## config.mk

```make
export PLATFORM = sky130hd
export DESIGN_NAME = led_blink_fade_engine_flat
export DESIGN_NICKNAME = d
export VERILOG_FILES = /design/src/rtl/lbfe_pkg.sv /design/src/rtl/lbfe_if.sv /design/src/rtl/led_blink_fade_engine.sv /design/src/flat_wrapper.sv
export SDC_FILE = /design/constraint.sdc
export NUM_CORES = 1
export LEC_CHECK = 0
export BUFFER_PORTS_ARGS = -buffer_cell sky130_fd_sc_hd__buf_2
export CORE_UTILIZATION = 35
export DETAILED_ROUTE_END_ITERATION = 10
export PLACE_DENSITY = 0.45
export SLEW_MARGIN = 20
export SYNTH_ARGS = -nofsm -noshare
export SYNTH_HDL_FRONTEND = slang
export SYNTH_SLANG_ARGS = --single-unit
```

## constraint.sdc

```tcl
create_clock -name clk -period 10.8 [get_ports clk]
set_input_delay 0.54 -clock clk [delete_from_list [all_inputs] [get_ports clk]]
set_output_delay 0.54 -clock clk [all_outputs]
set_load 0.01 [all_outputs]
```

## src/rtl/lbfe_pkg.sv

```systemverilog
// ----------------------------------------------------------------------------
// lbfe_pkg
// shared types and constants of the led blink / fade engine
// ----------------------------------------------------------------------------
`default_nettype none

package lbfe_pkg;

    localparam int CMD_W      = 3;
    localparam int LEVEL_W    = 8;
    localparam int LEN_W      = 16;
    localparam int MODE_W     = 2;
    localparam int CFG_IDX_W  = 3;
    localparam int CFG_DATA_W = 16;
    localparam int PROD_W     = 32;
    localparam int DIV_STEPS  = 8;
    localparam int CNT_W      = 3;

    // commands
    localparam logic [CMD_W-1:0] CMD_TICK       = 3'd0;
    localparam logic [CMD_W-1:0] CMD_START      = 3'd1;
    localparam logic [CMD_W-1:0] CMD_STOP       = 3'd2;
    localparam logic [CMD_W-1:0] CMD_FORCE_LIT  = 3'd3;
    localparam logic [CMD_W-1:0] CMD_FORCE_DARK = 3'd4;

    // register indexes
    localparam logic [CFG_IDX_W-1:0] CFG_ON_TIME     = 3'd0;
    localparam logic [CFG_IDX_W-1:0] CFG_OFF_TIME    = 3'd1;
    localparam logic [CFG_IDX_W-1:0] CFG_BRIGHT_HIGH = 3'd2;
    localparam logic [CFG_IDX_W-1:0] CFG_BRIGHT_LOW  = 3'd3;
    localparam logic [CFG_IDX_W-1:0] CFG_RUN_MODE    = 3'd4;
    localparam logic [CFG_IDX_W-1:0] CFG_FADE_DOWN   = 3'd5;

    // run modes
    localparam logic [MODE_W-1:0] MODE_PULSE  = 2'd0;
    localparam logic [MODE_W-1:0] MODE_FADE   = 2'd1;
    localparam logic [MODE_W-1:0] MODE_SINGLE = 2'd2;

    // reset values
    localparam logic [LEN_W-1:0]   DEF_ON_TIME     = 16'd500;
    localparam logic [LEN_W-1:0]   DEF_OFF_TIME    = 16'd500;
    localparam logic [LEVEL_W-1:0] LEVEL_MAX       = 8'd255;
    localparam logic [LEVEL_W-1:0] LEVEL_MIN       = 8'd0;

    // full-step clamp of the ramp quotient
    localparam logic [LEVEL_W:0]   QUO_CLAMP       = 9'd256;

    typedef enum logic [3:0] {
        ST_IDLE,
        ST_EXEC,
        ST_CHECK,
        ST_OFFSET,
        ST_MULT,
        ST_PREP,
        ST_DIV,
        ST_APPLY,
        ST_DONE
    } state_t;

endpackage

`default_nettype wire

```

## src/rtl/lbfe_if.sv

```systemverilog
// ----------------------------------------------------------------------------
// lbfe_if
// valid/ready channels of the led blink / fade engine
// ----------------------------------------------------------------------------
`default_nettype none

interface lbfe_req_if;
    logic                          valid;
    logic                          ready;
    logic [lbfe_pkg::CMD_W-1:0]    cmd;
    logic [lbfe_pkg::LEVEL_W-1:0]  level_in;

    modport source (output valid, output cmd, output level_in, input ready);
    modport sink   (input valid, input cmd, input level_in, output ready);
endinterface

interface lbfe_rsp_if;
    logic                          valid;
    logic                          ready;
    logic [lbfe_pkg::LEVEL_W-1:0]  level;
    logic                          lit;
    logic                          active;

    modport source (output valid, output level, output lit, output active, input ready);
    modport sink   (input valid, input level, input lit, input active, output ready);
endinterface

`default_nettype wire

```

## src/rtl/led_blink_fade_engine.sv

```systemverilog
// ----------------------------------------------------------------------------
// led_blink_fade_engine
// led brightness sequencer: blink and linear fade driven by 1 ms tick words
// ----------------------------------------------------------------------------
//
//  channel  dir  handshake       payload
//  -------  ---  --------------  ---------------------------------
//  req      in   valid / ready   cmd[2:0], level_in[7:0]
//  rsp      out  valid / ready   level[7:0], lit, active
//  cfg      in   cfg_wr_en       cfg_index[2:0], cfg_data[15:0]
//
//  a full ramp tick (shared multiply, 8-step restoring divide) passes the check,
//  offset, mult, prep, div and apply states; the next word goes in once it is done
//  early ramp exits skip ramp states, ticks with no ramp and other words go to done
//  rst_n clears the sequence state and loads the register defaults at once
//  req.ready is low while a word is in work; a result waits in an output
//  register and a finished word holds in the done state until it frees
//
`default_nettype none

module led_blink_fade_engine #(
    parameter int TIME_WIDTH = 32
) (
    input  wire logic                             clk,
    input  wire logic                             rst_n,
    lbfe_req_if.sink                              req,
    lbfe_rsp_if.source                            rsp,
    input  wire logic                             cfg_wr_en,
    input  wire logic [lbfe_pkg::CFG_IDX_W-1:0]   cfg_index,
    input  wire logic [lbfe_pkg::CFG_DATA_W-1:0]  cfg_data
);

    localparam int LW = lbfe_pkg::LEVEL_W;
    localparam int NW = lbfe_pkg::LEN_W;
    // compare width wide enough for both the time gap and len * 256
    localparam int CMP_W = (TIME_WIDTH > NW + LW) ? TIME_WIDTH : NW + LW;

    // configuration registers
    logic [NW-1:0]                    on_time_reg;
    logic [NW-1:0]                    off_time_reg;
    logic [LW-1:0]                    bright_high_reg;
    logic [LW-1:0]                    bright_low_reg;
    logic [lbfe_pkg::MODE_W-1:0]      run_mode_reg;
    logic                             fade_down_reg;

    // sequence state
    logic [TIME_WIDTH-1:0]            elapsed_reg;
    logic [TIME_WIDTH-1:0]            phase_end_reg;
    logic                             lit_reg;
    logic                             running_reg;
    logic [LW-1:0]                    level_reg;

    // captured word
    logic [lbfe_pkg::CMD_W-1:0]       cmd_reg;
    logic [LW-1:0]                    level_in_reg;

    // ramp datapath
    logic [TIME_WIDTH-1:0]            gap_reg;      // phase_end - elapsed, then offset magnitude
    logic [NW-1:0]                    len_reg;
    logic [LW-1:0]                    from_reg;
    logic [LW-1:0]                    to_reg;
    logic [LW-1:0]                    step_reg;     // |to - from|
    logic                             neg_reg;      // quotient is subtracted from the start level
    logic [lbfe_pkg::PROD_W-1:0]      prod_reg;
    logic [NW-1:0]                    rem_reg;
    logic [LW-1:0]                    num_reg;
    logic [LW:0]                      quo_reg;
    logic [lbfe_pkg::CNT_W-1:0]       cnt_reg;

    // output register
    logic                             out_valid_reg;
    logic [LW-1:0]                    out_level_reg;
    logic                             out_lit_reg;
    logic                             out_active_reg;

    lbfe_pkg::state_t                 state_reg;
    lbfe_pkg::state_t                 state_next;

    logic                             req_take;
    logic                             out_load;

    // mode decode
    logic                             fading;
    logic                             single;
    logic [NW-1:0]                    len_off;

    // check stage
    logic                             before_end;
    logic                             after_end;

    // offset stage
    logic [TIME_WIDTH-1:0]            len_ext;
    logic                             step_neg;
    logic                             off_neg;

    // multiply stage
    logic [CMP_W-1:0]                 gap_ext;
    logic [CMP_W-1:0]                 full_ext;

    // divider step
    logic [NW:0]                      trial;
    logic                             trial_ge;
    logic [NW:0]                      trial_sub;

    // final add and clamp
    logic signed [LW+1:0]             ramp_sum;
    logic [LW-1:0]                    ramp_level;

    assign fading  = (run_mode_reg == lbfe_pkg::MODE_FADE) ||
                     (run_mode_reg == lbfe_pkg::MODE_SINGLE);
    assign single  = (run_mode_reg == lbfe_pkg::MODE_SINGLE);
    assign len_off = single ? on_time_reg : off_time_reg;

    assign before_end = elapsed_reg < phase_end_reg;
    assign after_end  = elapsed_reg > phase_end_reg;

    assign len_ext  = TIME_WIDTH'(len_reg);
    assign step_neg = to_reg < from_reg;
    assign off_neg  = gap_reg > len_ext;

    assign gap_ext  = CMP_W'(gap_reg);
    assign full_ext = CMP_W'({len_reg, {LW{1'b0}}});

    assign trial     = {rem_reg, num_reg[LW-1]};
    assign trial_ge  = trial >= {1'b0, len_reg};
    assign trial_sub = trial - {1'b0, len_reg};

    always_comb
    begin
        if (neg_reg)
            ramp_sum = $signed({2'b00, from_reg}) - $signed({1'b0, quo_reg});
        else
            ramp_sum = $signed({2'b00, from_reg}) + $signed({1'b0, quo_reg});
        if (ramp_sum < 0)
            ramp_level = lbfe_pkg::LEVEL_MIN;
        else if (ramp_sum > $signed({2'b00, lbfe_pkg::LEVEL_MAX}))
            ramp_level = lbfe_pkg::LEVEL_MAX;
        else
            ramp_level = ramp_sum[LW-1:0];
    end

    // handshakes
    assign req.ready = (state_reg == lbfe_pkg::ST_IDLE);
    assign req_take  = req.valid && req.ready;
    assign out_load  = (state_reg == lbfe_pkg::ST_DONE) && (!out_valid_reg || rsp.ready);

    assign rsp.valid  = out_valid_reg;
    assign rsp.level  = out_level_reg;
    assign rsp.lit    = out_lit_reg;
    assign rsp.active = out_active_reg;

    // configuration writes
    always_ff @(posedge clk or negedge rst_n)
    begin
        if (!rst_n)
        begin
            on_time_reg     <= lbfe_pkg::DEF_ON_TIME;
            off_time_reg    <= lbfe_pkg::DEF_OFF_TIME;
            bright_high_reg <= lbfe_pkg::LEVEL_MAX;
            bright_low_reg  <= lbfe_pkg::LEVEL_MIN;
            run_mode_reg    <= lbfe_pkg::MODE_PULSE;
            fade_down_reg   <= 1'b0;
        end
        else if (cfg_wr_en)
        begin
            unique case (cfg_index)
                lbfe_pkg::CFG_ON_TIME:     on_time_reg     <= cfg_data[NW-1:0];
                lbfe_pkg::CFG_OFF_TIME:    off_time_reg    <= cfg_data[NW-1:0];
                lbfe_pkg::CFG_BRIGHT_HIGH: bright_high_reg <= cfg_data[LW-1:0];
                lbfe_pkg::CFG_BRIGHT_LOW:  bright_low_reg  <= cfg_data[LW-1:0];
                lbfe_pkg::CFG_RUN_MODE:    run_mode_reg    <= cfg_data[lbfe_pkg::MODE_W-1:0];
                lbfe_pkg::CFG_FADE_DOWN:   fade_down_reg   <= cfg_data[0];
                default: ;  // unmapped index, write dropped
            endcase
        end
    end

    // state register
    always_ff @(posedge clk or negedge rst_n)
    begin
        if (!rst_n)
            state_reg <= lbfe_pkg::ST_IDLE;
        else
            state_reg <= state_next;
    end

    // next state
    always_comb
    begin
        state_next = state_reg;
        unique case (state_reg)
            lbfe_pkg::ST_IDLE:
            begin
                if (req_take)
                    state_next = lbfe_pkg::ST_EXEC;
            end
            lbfe_pkg::ST_EXEC:
            begin
                if (cmd_reg == lbfe_pkg::CMD_TICK && running_reg)
                    state_next = lbfe_pkg::ST_CHECK;
                else
                    state_next = lbfe_pkg::ST_DONE;
            end
            lbfe_pkg::ST_CHECK:
            begin
                if (fading && before_end)
                    state_next = lbfe_pkg::ST_OFFSET;
                else
                    state_next = lbfe_pkg::ST_DONE;
            end
            lbfe_pkg::ST_OFFSET:
            begin
                // zero length or flat ramp holds the start level
                if (len_reg == '0 || from_reg == to_reg)
                    state_next = lbfe_pkg::ST_DONE;
                else
                    state_next = lbfe_pkg::ST_MULT;
            end
            lbfe_pkg::ST_MULT:
            begin
                if (gap_reg == '0)
                    state_next = lbfe_pkg::ST_DONE;
                else if (gap_ext >= full_ext)
                    state_next = lbfe_pkg::ST_APPLY;
                else
                    state_next = lbfe_pkg::ST_PREP;
            end
            lbfe_pkg::ST_PREP:
            begin
                if (prod_reg >= lbfe_pkg::PROD_W'(full_ext[NW+LW-1:0]))
                    state_next = lbfe_pkg::ST_APPLY;
                else
                    state_next = lbfe_pkg::ST_DIV;
            end
            lbfe_pkg::ST_DIV:
            begin
                if (cnt_reg == '0)
                    state_next = lbfe_pkg::ST_APPLY;
            end
            lbfe_pkg::ST_APPLY:
                state_next = lbfe_pkg::ST_DONE;
            lbfe_pkg::ST_DONE:
            begin
                if (out_load)
                    state_next = lbfe_pkg::ST_IDLE;
            end
            default:
                state_next = lbfe_pkg::ST_IDLE;
        endcase
    end

    // sequence state, updated by the sequencer
    always_ff @(posedge clk or negedge rst_n)
    begin
        if (!rst_n)
        begin
            elapsed_reg   <= '0;
            phase_end_reg <= '0;
            lit_reg       <= 1'b0;
            running_reg   <= 1'b0;
            level_reg     <= '0;
        end
        else
        begin
            unique case (state_reg)
                lbfe_pkg::ST_EXEC:
                begin
                    unique case (cmd_reg)
                        lbfe_pkg::CMD_TICK:
                            elapsed_reg <= elapsed_reg + 1'b1;
                        lbfe_pkg::CMD_START:
                        begin
                            elapsed_reg <= '0;
                            running_reg <= 1'b1;
                            if (single)
                            begin
                                phase_end_reg <= TIME_WIDTH'(on_time_reg);
                                lit_reg       <= !fade_down_reg;
                                level_reg     <= fade_down_reg ? lbfe_pkg::LEVEL_MIN
                                                               : lbfe_pkg::LEVEL_MAX;
                            end
                            else
                                phase_end_reg <= '0;  // first tick flips the phase
                        end
                        lbfe_pkg::CMD_STOP:
                            running_reg <= 1'b0;
                        lbfe_pkg::CMD_FORCE_LIT:
                        begin
                            level_reg <= level_in_reg;
                            lit_reg   <= 1'b1;
                        end
                        lbfe_pkg::CMD_FORCE_DARK:
                        begin
                            level_reg <= level_in_reg;
                            lit_reg   <= 1'b0;
                        end
                        default: ;  // unused command, state reported as is
                    endcase
                end
                lbfe_pkg::ST_CHECK:
                begin
                    // phase flip once elapsed passes the end
                    if (!(fading && before_end) && after_end)
                    begin
                        if (single)
                            running_reg <= 1'b0;
                        lit_reg <= !lit_reg;
                        if (lit_reg)
                        begin
                            level_reg     <= bright_low_reg;
                            phase_end_reg <= phase_end_reg + TIME_WIDTH'(len_off);
                        end
                        else
                        begin
                            level_reg     <= bright_high_reg;
                            phase_end_reg <= phase_end_reg + TIME_WIDTH'(on_time_reg);
                        end
                    end
                end
                lbfe_pkg::ST_OFFSET:
                begin
                    if (len_reg == '0 || from_reg == to_reg)
                        level_reg <= from_reg;
                end
                lbfe_pkg::ST_MULT:
                begin
                    if (gap_reg == '0)
                        level_reg <= from_reg;
                end
                lbfe_pkg::ST_APPLY:
                    level_reg <= ramp_level;
                default: ;
            endcase
        end
    end

    // word capture and ramp datapath
    always_ff @(posedge clk)
    begin
        if (req_take)
        begin
            cmd_reg      <= req.cmd;
            level_in_reg <= req.level_in;
        end
        unique case (state_reg)
            lbfe_pkg::ST_CHECK:
            begin
                gap_reg <= phase_end_reg - elapsed_reg;
                if (lit_reg)
                begin
                    len_reg  <= on_time_reg;
                    from_reg <= bright_high_reg;
                    to_reg   <= bright_low_reg;
                end
                else
                begin
                    len_reg  <= len_off;
                    from_reg <= bright_low_reg;
                    to_reg   <= bright_high_reg;
                end
            end
            lbfe_pkg::ST_OFFSET:
            begin
                // offset from phase start: len - gap, negative if gap exceeds len
                gap_reg  <= off_neg ? gap_reg - len_ext : len_ext - gap_reg;
                neg_reg  <= off_neg ^ step_neg;
                step_reg <= step_neg ? from_reg - to_reg : to_reg - from_reg;
            end
            lbfe_pkg::ST_MULT:
            begin
                prod_reg <= lbfe_pkg::PROD_W'(gap_ext[NW+LW-1:0] * step_reg);
                quo_reg  <= lbfe_pkg::QUO_CLAMP;
            end
            lbfe_pkg::ST_PREP:
            begin
                // quotient below 256: top bits of the product are below len
                rem_reg <= prod_reg[NW+LW-1:LW];
                num_reg <= prod_reg[LW-1:0];
                quo_reg <= (prod_reg >= lbfe_pkg::PROD_W'(full_ext[NW+LW-1:0]))
                           ? lbfe_pkg::QUO_CLAMP : '0;
                cnt_reg <= lbfe_pkg::CNT_W'(lbfe_pkg::DIV_STEPS - 1);
            end
            lbfe_pkg::ST_DIV:
            begin
                rem_reg <= trial_ge ? trial_sub[NW-1:0] : trial[NW-1:0];
                num_reg <= {num_reg[LW-2:0], 1'b0};
                quo_reg <= {quo_reg[LW-1:0], trial_ge};
                cnt_reg <= cnt_reg - 1'b1;
            end
            default: ;
        endcase
    end

    // output register
    always_ff @(posedge clk or negedge rst_n)
    begin
        if (!rst_n)
            out_valid_reg <= 1'b0;
        else if (out_load)
            out_valid_reg <= 1'b1;
        else if (rsp.ready)
            out_valid_reg <= 1'b0;
    end

    always_ff @(posedge clk)
    begin
        if (out_load)
        begin
            out_level_reg  <= level_reg;
            out_lit_reg    <= lit_reg;
            out_active_reg <= running_reg;
        end
    end

endmodule

`default_nettype wire

```

## src/flat_wrapper.sv

```systemverilog
// flat-port wrapper written by rule: the top's interface ports become plain ports
module led_blink_fade_engine_flat 
#(
    parameter int TIME_WIDTH = 32
)
  (clk, rst_n, cfg_wr_en, cfg_index, cfg_data, req_valid, req_cmd, req_level_in, req_ready, rsp_valid, rsp_level, rsp_lit, rsp_active, rsp_ready);
  lbfe_req_if req_i ();
  lbfe_rsp_if rsp_i ();
  input  wire logic clk;
  input  wire logic rst_n;
  input  wire logic cfg_wr_en;
  input  wire logic [lbfe_pkg::CFG_IDX_W-1:0] cfg_index;
  input  wire logic [lbfe_pkg::CFG_DATA_W-1:0] cfg_data;
  input wire logic [$bits(req_i.valid)-1:0] req_valid;
  input wire logic [$bits(req_i.cmd)-1:0] req_cmd;
  input wire logic [$bits(req_i.level_in)-1:0] req_level_in;
  output wire logic [$bits(req_i.ready)-1:0] req_ready;
  output wire logic [$bits(rsp_i.valid)-1:0] rsp_valid;
  output wire logic [$bits(rsp_i.level)-1:0] rsp_level;
  output wire logic [$bits(rsp_i.lit)-1:0] rsp_lit;
  output wire logic [$bits(rsp_i.active)-1:0] rsp_active;
  input wire logic [$bits(rsp_i.ready)-1:0] rsp_ready;
  assign req_i.valid = req_valid;
  assign req_i.cmd = req_cmd;
  assign req_i.level_in = req_level_in;
  assign req_ready = req_i.ready;
  assign rsp_valid = rsp_i.valid;
  assign rsp_level = rsp_i.level;
  assign rsp_lit = rsp_i.lit;
  assign rsp_active = rsp_i.active;
  assign rsp_i.ready = rsp_ready;
  led_blink_fade_engine #(.TIME_WIDTH(TIME_WIDTH)) u_core (.clk(clk), .rst_n(rst_n), .req(req_i), .rsp(rsp_i), .cfg_wr_en(cfg_wr_en), .cfg_index(cfg_index), .cfg_data(cfg_data));
endmodule
```

# Word level (Yosys, flattened, before mapping)
# Index checks and enable logic that the tools add are counted.
# Widths: inputs -> output; s select.
[classes]
addsub = 12
mul = 1
magnitude_cmp = 9
n_eq_ne = 32
muxes = 49
bitwise = 1
n_reduce_logical = 38
[ops]
columns = ["operator", "count"]
rows = [
  ["$pmux 32 s2", 3],
  ["$mux 32", 4],
  ["$mux 8", 10],
  ["$add 32x16->32", 2],
  ["$ge 32x24->1", 2],
  ["$mux 16", 4],
  ["$pmux 8 s5", 1],
  ["$pmux 4 s9", 1],
  ["$add 32x1->32 const B", 1],
  ["$gt 32x16->1", 1],
  ["$gt 32x32->1", 1],
  ["$logic_not 32->1", 1],
  ["$lt 32x32->1", 1],
  ["$mul 24x8->32", 1],
  ["$pmux 16 s2", 1],
  ["$pmux 8 s2", 2],
  ["$sub 16x32->32", 1],
  ["$sub 32x16->32", 1],
  ["$sub 32x32->32", 1],
  ["$mux 4", 7],
  ["$pmux 9 s3", 1],
  ["$ge 17x16->1", 1],
  ["$eq 4x3->1 const B", 4],
  ["$logic_not 16->1", 1],
  ["42 further kinds", 89],
]
[totals]
reg_bits = 292
wordCells = 171

# Longest topological paths before layout
[logic_depth]
word_depth = 7
ltp_mapped = 21
depth_no_buf = 20

# Worst setup path before layout
# Ideal clock, no wire load.
[synth_timing]
path_kind = "reg-to-reg"
start = "reg u_core.step_reg[6]"
end = "reg u_core.prod_reg[28] in the netlist's numbering (data pin)"
setup_ns = 0.260
t_arrival_ns = 5.305
setup_slack_ns = 5.235
stages_incl_launch_ff = 20
n_path_buf = 1
period_less_slack_ns = 5.565
cell_sequence = "edfxtp_1 > clkbuf_1 > and2_1 > fa_1 > fa_1 > fa_1 > inv_1 > fa_1 > inv_1 > ha_1 > a2111oi_0 > o21ai_0 > o21ai_0 > o31ai_1 > a31o_2 > or3b_1 > a31oi_2 > o31ai_1 > or2_2 > xor2_1"
[synth_between]
elab_chain_cells = 1
[synth_rtl]
columns = ["item", "line_no", "source"]
rows = [
  ["start: declaration", "led_blink_fade_engine.sv:62", "logic [LW-1:0] step_reg;"],
  ["start signal: assignment", "led_blink_fade_engine.sv:367", "step_reg <= step_neg ? from_reg - to_reg : to_reg - from_reg;"],
  ["$mul 24x8->32", "led_blink_fade_engine.sv:371", "prod_reg <= lbfe_pkg::PROD_W'(gap_ext[NW+LW-1:0] * step_reg);"],
  ["end signal: assignment", "led_blink_fade_engine.sv:371", ""],
  ["end: declaration", "led_blink_fade_engine.sv:64", "logic [lbfe_pkg::PROD_W-1:0] prod_reg;"],
]
# Every way passes these cells.
# A chain may end at the register's enable or synchronous reset.

# Final worst setup path
# Same ends and word-level chain as after synthesis.

==> impl_metrics.env <==
export IMPL_outcome="complete, no violations"
export IMPL_crit_family="adder cells"
export IMPL_r2r_setup_slack_ns=4.56
export IMPL_synth_top_family_by_area="adder cells"
export IMPL_slowest_delay_ns=0.87
export IMPL_crit_path_frequent_cell="fa_1"
export IMPL_cp_data_arrival_time_ns=6.56
export IMPL_muxShareOfSynthArea_pct=6.19
export IMPL_synthAdderAreaFrac_pct=21.1
export IMPL_synth_compound_area_share_pct=13.2
export IMPL_maxCapViolations=0
export IMPL_grt_usage_pct=19.3
export IMPL_synth_xor_area_share_pct=5.43
export IMPL_drive_gt1_share_pct=11.1
export IMPL_whs_path_depth=1
export IMPL_finClkSkew_ns=0.0375
export IMPL_firstDrtPassIters=5
export IMPL_wirelength_um=71600
export IMPL_required_ns=11.12
export IMPL_synthArstFlopShare_pct=44.5
export IMPL_dieArea_sq_mm=0.0743
export IMPL_ios=47
export IMPL_power_density_mw_per_mm2=283
export IMPL_synth_cells=2721
export IMPL_cts_made_buffers=40
export IMPL_drc=0
export IMPL_grt_pass1_wl_um=112000
export IMPL_clock_tree_root_cell="clkbuf_16"
export IMPL_synth_area_per_cell_sq_um=9.42
export IMPL_drtIter0Drc=1028
export IMPL_yosysTopAreaCell="edfxtp_1"
export IMPL_post_drt_via_cell_ratio=5.19
export IMPL_fillers=7176
export IMPL_port_buffers=46
export IMPL_grt_pass1_vias=19600
export IMPL_seq_area_sq_mm=0.00814
export IMPL_synth_seq_cells=292
export IMPL_vias=19300
export IMPL_clock_fmax_ghz=0.160
export IMPL_worst_setup_path_start_kind="flip-flop"
export IMPL_path_depth=18
export IMPL_place_area_sq_mm=0.0268
export IMPL_power_leakage_uw=0.0122
export IMPL_synth_most_common_cell="inv_1"
export IMPL_cts_sinks=292
export IMPL_multi_input_area_sq_mm=0.0160
export IMPL_tritoncts="built"
export IMPL_clk_pin_slew_worst_paths_ns=0.06
export IMPL_cp_max_fo=24
export IMPL_synth_seq_area_share_pct=31.8
export IMPL_synthesis_area_sq_mm=0.0256
export IMPL_cts_buffer_depth=3
export IMPL_syn_nets=3104
export IMPL_gp_congestion=0.860
export IMPL_post_route_period_util_pct=57.8
export IMPL_dieHeight_um=273
export IMPL_rsz0062_at_grt="no"
export IMPL_hold_class="in -> reg"
export IMPL_detail_route_wl_per_cell_um=19.3
export IMPL_worstPathCellList="and2_1 > fa_1 > fa_1 > fa_1 > inv_1 > fa_1 > inv_1 > ha_1 > a2111oi_0 > o21ai_0 > o21ai_0 > o31ai_1 > a31o_2 > or3b_1 > a31oi_2 > o31ai_1 > or2_2 > xor2_1"
export IMPL_worst_slew_pin_slew_ns=1.01
export IMPL_overflow=0
export IMPL_synthFlopType="edfxtp_1"
export IMPL_hold_violations=0
export IMPL_grt_max_degree=67
export IMPL_cp_end_kind="flip-flop"
export IMPL_crit_slowest_cell="edfxtp_1"
export IMPL_postCtsSetupBuffers=0
export IMPL_crit_type="reg -> reg"
export IMPL_synthTopCellsByArea="edfxtp_1, fa_1, dfrtp_1"
export IMPL_area_growth_pct=10.4
export IMPL_finalCriticalPeriod_ns=6.24
export IMPL_final_cell_area_sq_mm=0.0283
export IMPL_netlist_top_cells_count="inv_1, nand2_1, ha_1, nor2_1, a21oi_1"
export IMPL_timing_slew_headroom_pct=32.3
export IMPL_peakVddDrop_mv=0.237
export IMPL_setup_viol=0
export IMPL_insertion_delay_ns=0.60
export IMPL_tns_ns=0
export IMPL_start_util_pct=35.6
export IMPL_cts_max_level=2
export IMPL_hpwlAfterDp_um=56000
export IMPL_crit_buf_inv=2
export IMPL_whs_ns=0.119
export IMPL_synthSimpleGateAreaFrac_pct=16.5
export IMPL_reg2reg_depth=18
export IMPL_ys_types=92
export IMPL_yosysWarnings=0
export IMPL_synth_top_area_share_pct=19.0
export IMPL_die_w_um=273
export IMPL_num_rows=98
export IMPL_slew_viol_final=0
export IMPL_antenna_found_initial=2
export IMPL_ant_nets=0
export IMPL_layout_nets=3115
export IMPL_synth_edf_count=162
export IMPL_core_sq_mm=0.0720
[layer usage]
layer  part of all wire, %  global-route usage, %  vias to the layer above
met1                    50                   27.9                     9408
met3                   4.0                   2.67                      100
met5                 0.013                      0                        -
li1                      -                      -                     9396
met4                   2.8                   5.78                        2
met2                    44                   30.0                      364
[where the power goes]
part / internal [uW] / total [uW] / leakage [uW] / switching, uW
sequential: 1640 / 1920 / 0.00309 / 276
combinational: 1940 / 4650 / 0.00844 / 2710
clock: 853 / 1420 / 0.000666 / 566
[cell usage in the layout, fill, tap and decap left out, drive strengths merged, types with 13 or more instances in the layout]
cell / netlist / routed
a211oi: 22 / 22
a21o: 51 / 51
a21oi: 181 / 181
a31oi: 31 / 31
and2: 141 / 141
and3: 28 / 28
buf: 12 / 65
clkbuf: 85 / 52
dfrtp: 110 / 110
dfstp: 20 / 20
edfxtp: 162 / 162
fa: 140 / 140
ha: 208 / 208
inv: 291 / 292
mux2: 108 / 108
mux2i: 37 / 37
nand2: 237 / 237
nand2b: 24 / 24
nand3: 38 / 38
nand4: 20 / 20
nor2: 207 / 207
nor2b: 26 / 26
nor3: 49 / 49
nor4: 16 / 16
o211ai: 17 / 17
o21a: 17 / 17
o21ai: 123 / 123
o31ai: 13 / 13
or3: 24 / 24
xnor2: 109 / 109
xor2: 49 / 49
[worst paths after layout]
check                                    startpoint                       end
worst max-delay path             u_core.step_reg[6]       u_core.prod_reg[28]
worst min register to register  u_core.level_reg[6]       u_core.rsp.level[6]
max in group asynchronous                     rst_n  u_core.phase_end_reg[30]
worst max register to register   u_core.step_reg[6]       u_core.prod_reg[28]
min in group asynchronous                     rst_n    u_core.run_mode_reg[1]
worst min-delay path                req_level_in[3]    u_core.level_in_reg[3]
[area by class of cell]
cell class                      count  area share, %
Multi-Input combinational cell   2041           56.7
Sequential cell                   292           28.8
Tap cell                          950           4.20
Clock buffer                       52           3.91
Inverter                          291           3.86
Timing Repair Buffer               66           1.38
Clock inverter                     22           1.11
Antenna cell                        2         0.0177
[per-stage QoR]
| stage | std cells | worst slack (ns) | total power (uW) | utilization [%] |
|---|---|---|---|---|
| final | 3716 | 4.56 | 7990 | 39.3 |
| after CTS | 3714 | 4.48 | 8070 | 39.3 |
| after floorplan | 2721 | 5.24 | 5310 | - |
| after detailed placement | 3639 | 4.53 | 6590 | 37.3 |
| after global routing | 3714 | 4.19 | 8700 | 39.3 |
| after global placement | 3639 | 4.56 | 6550 | 37.3 |
[kinds of logic (layout without fill, tap and decap cells)]
kind of cell	count (synthesis)	count (layout)
flops	292	292
buf+inv	388	431
fa+ha+maj	348	348
mux	145	145
compound gates	538	538
other cells	0	2
simple gates	852	852
xor+xnor	158	158
[repair_timing]
action / CTS / global route
endpoints found under the hold margin: 49 / 0
resized for setup: 0 / 0
hold buffers: 1 / 0
Power figures use the tool's default switching activity.
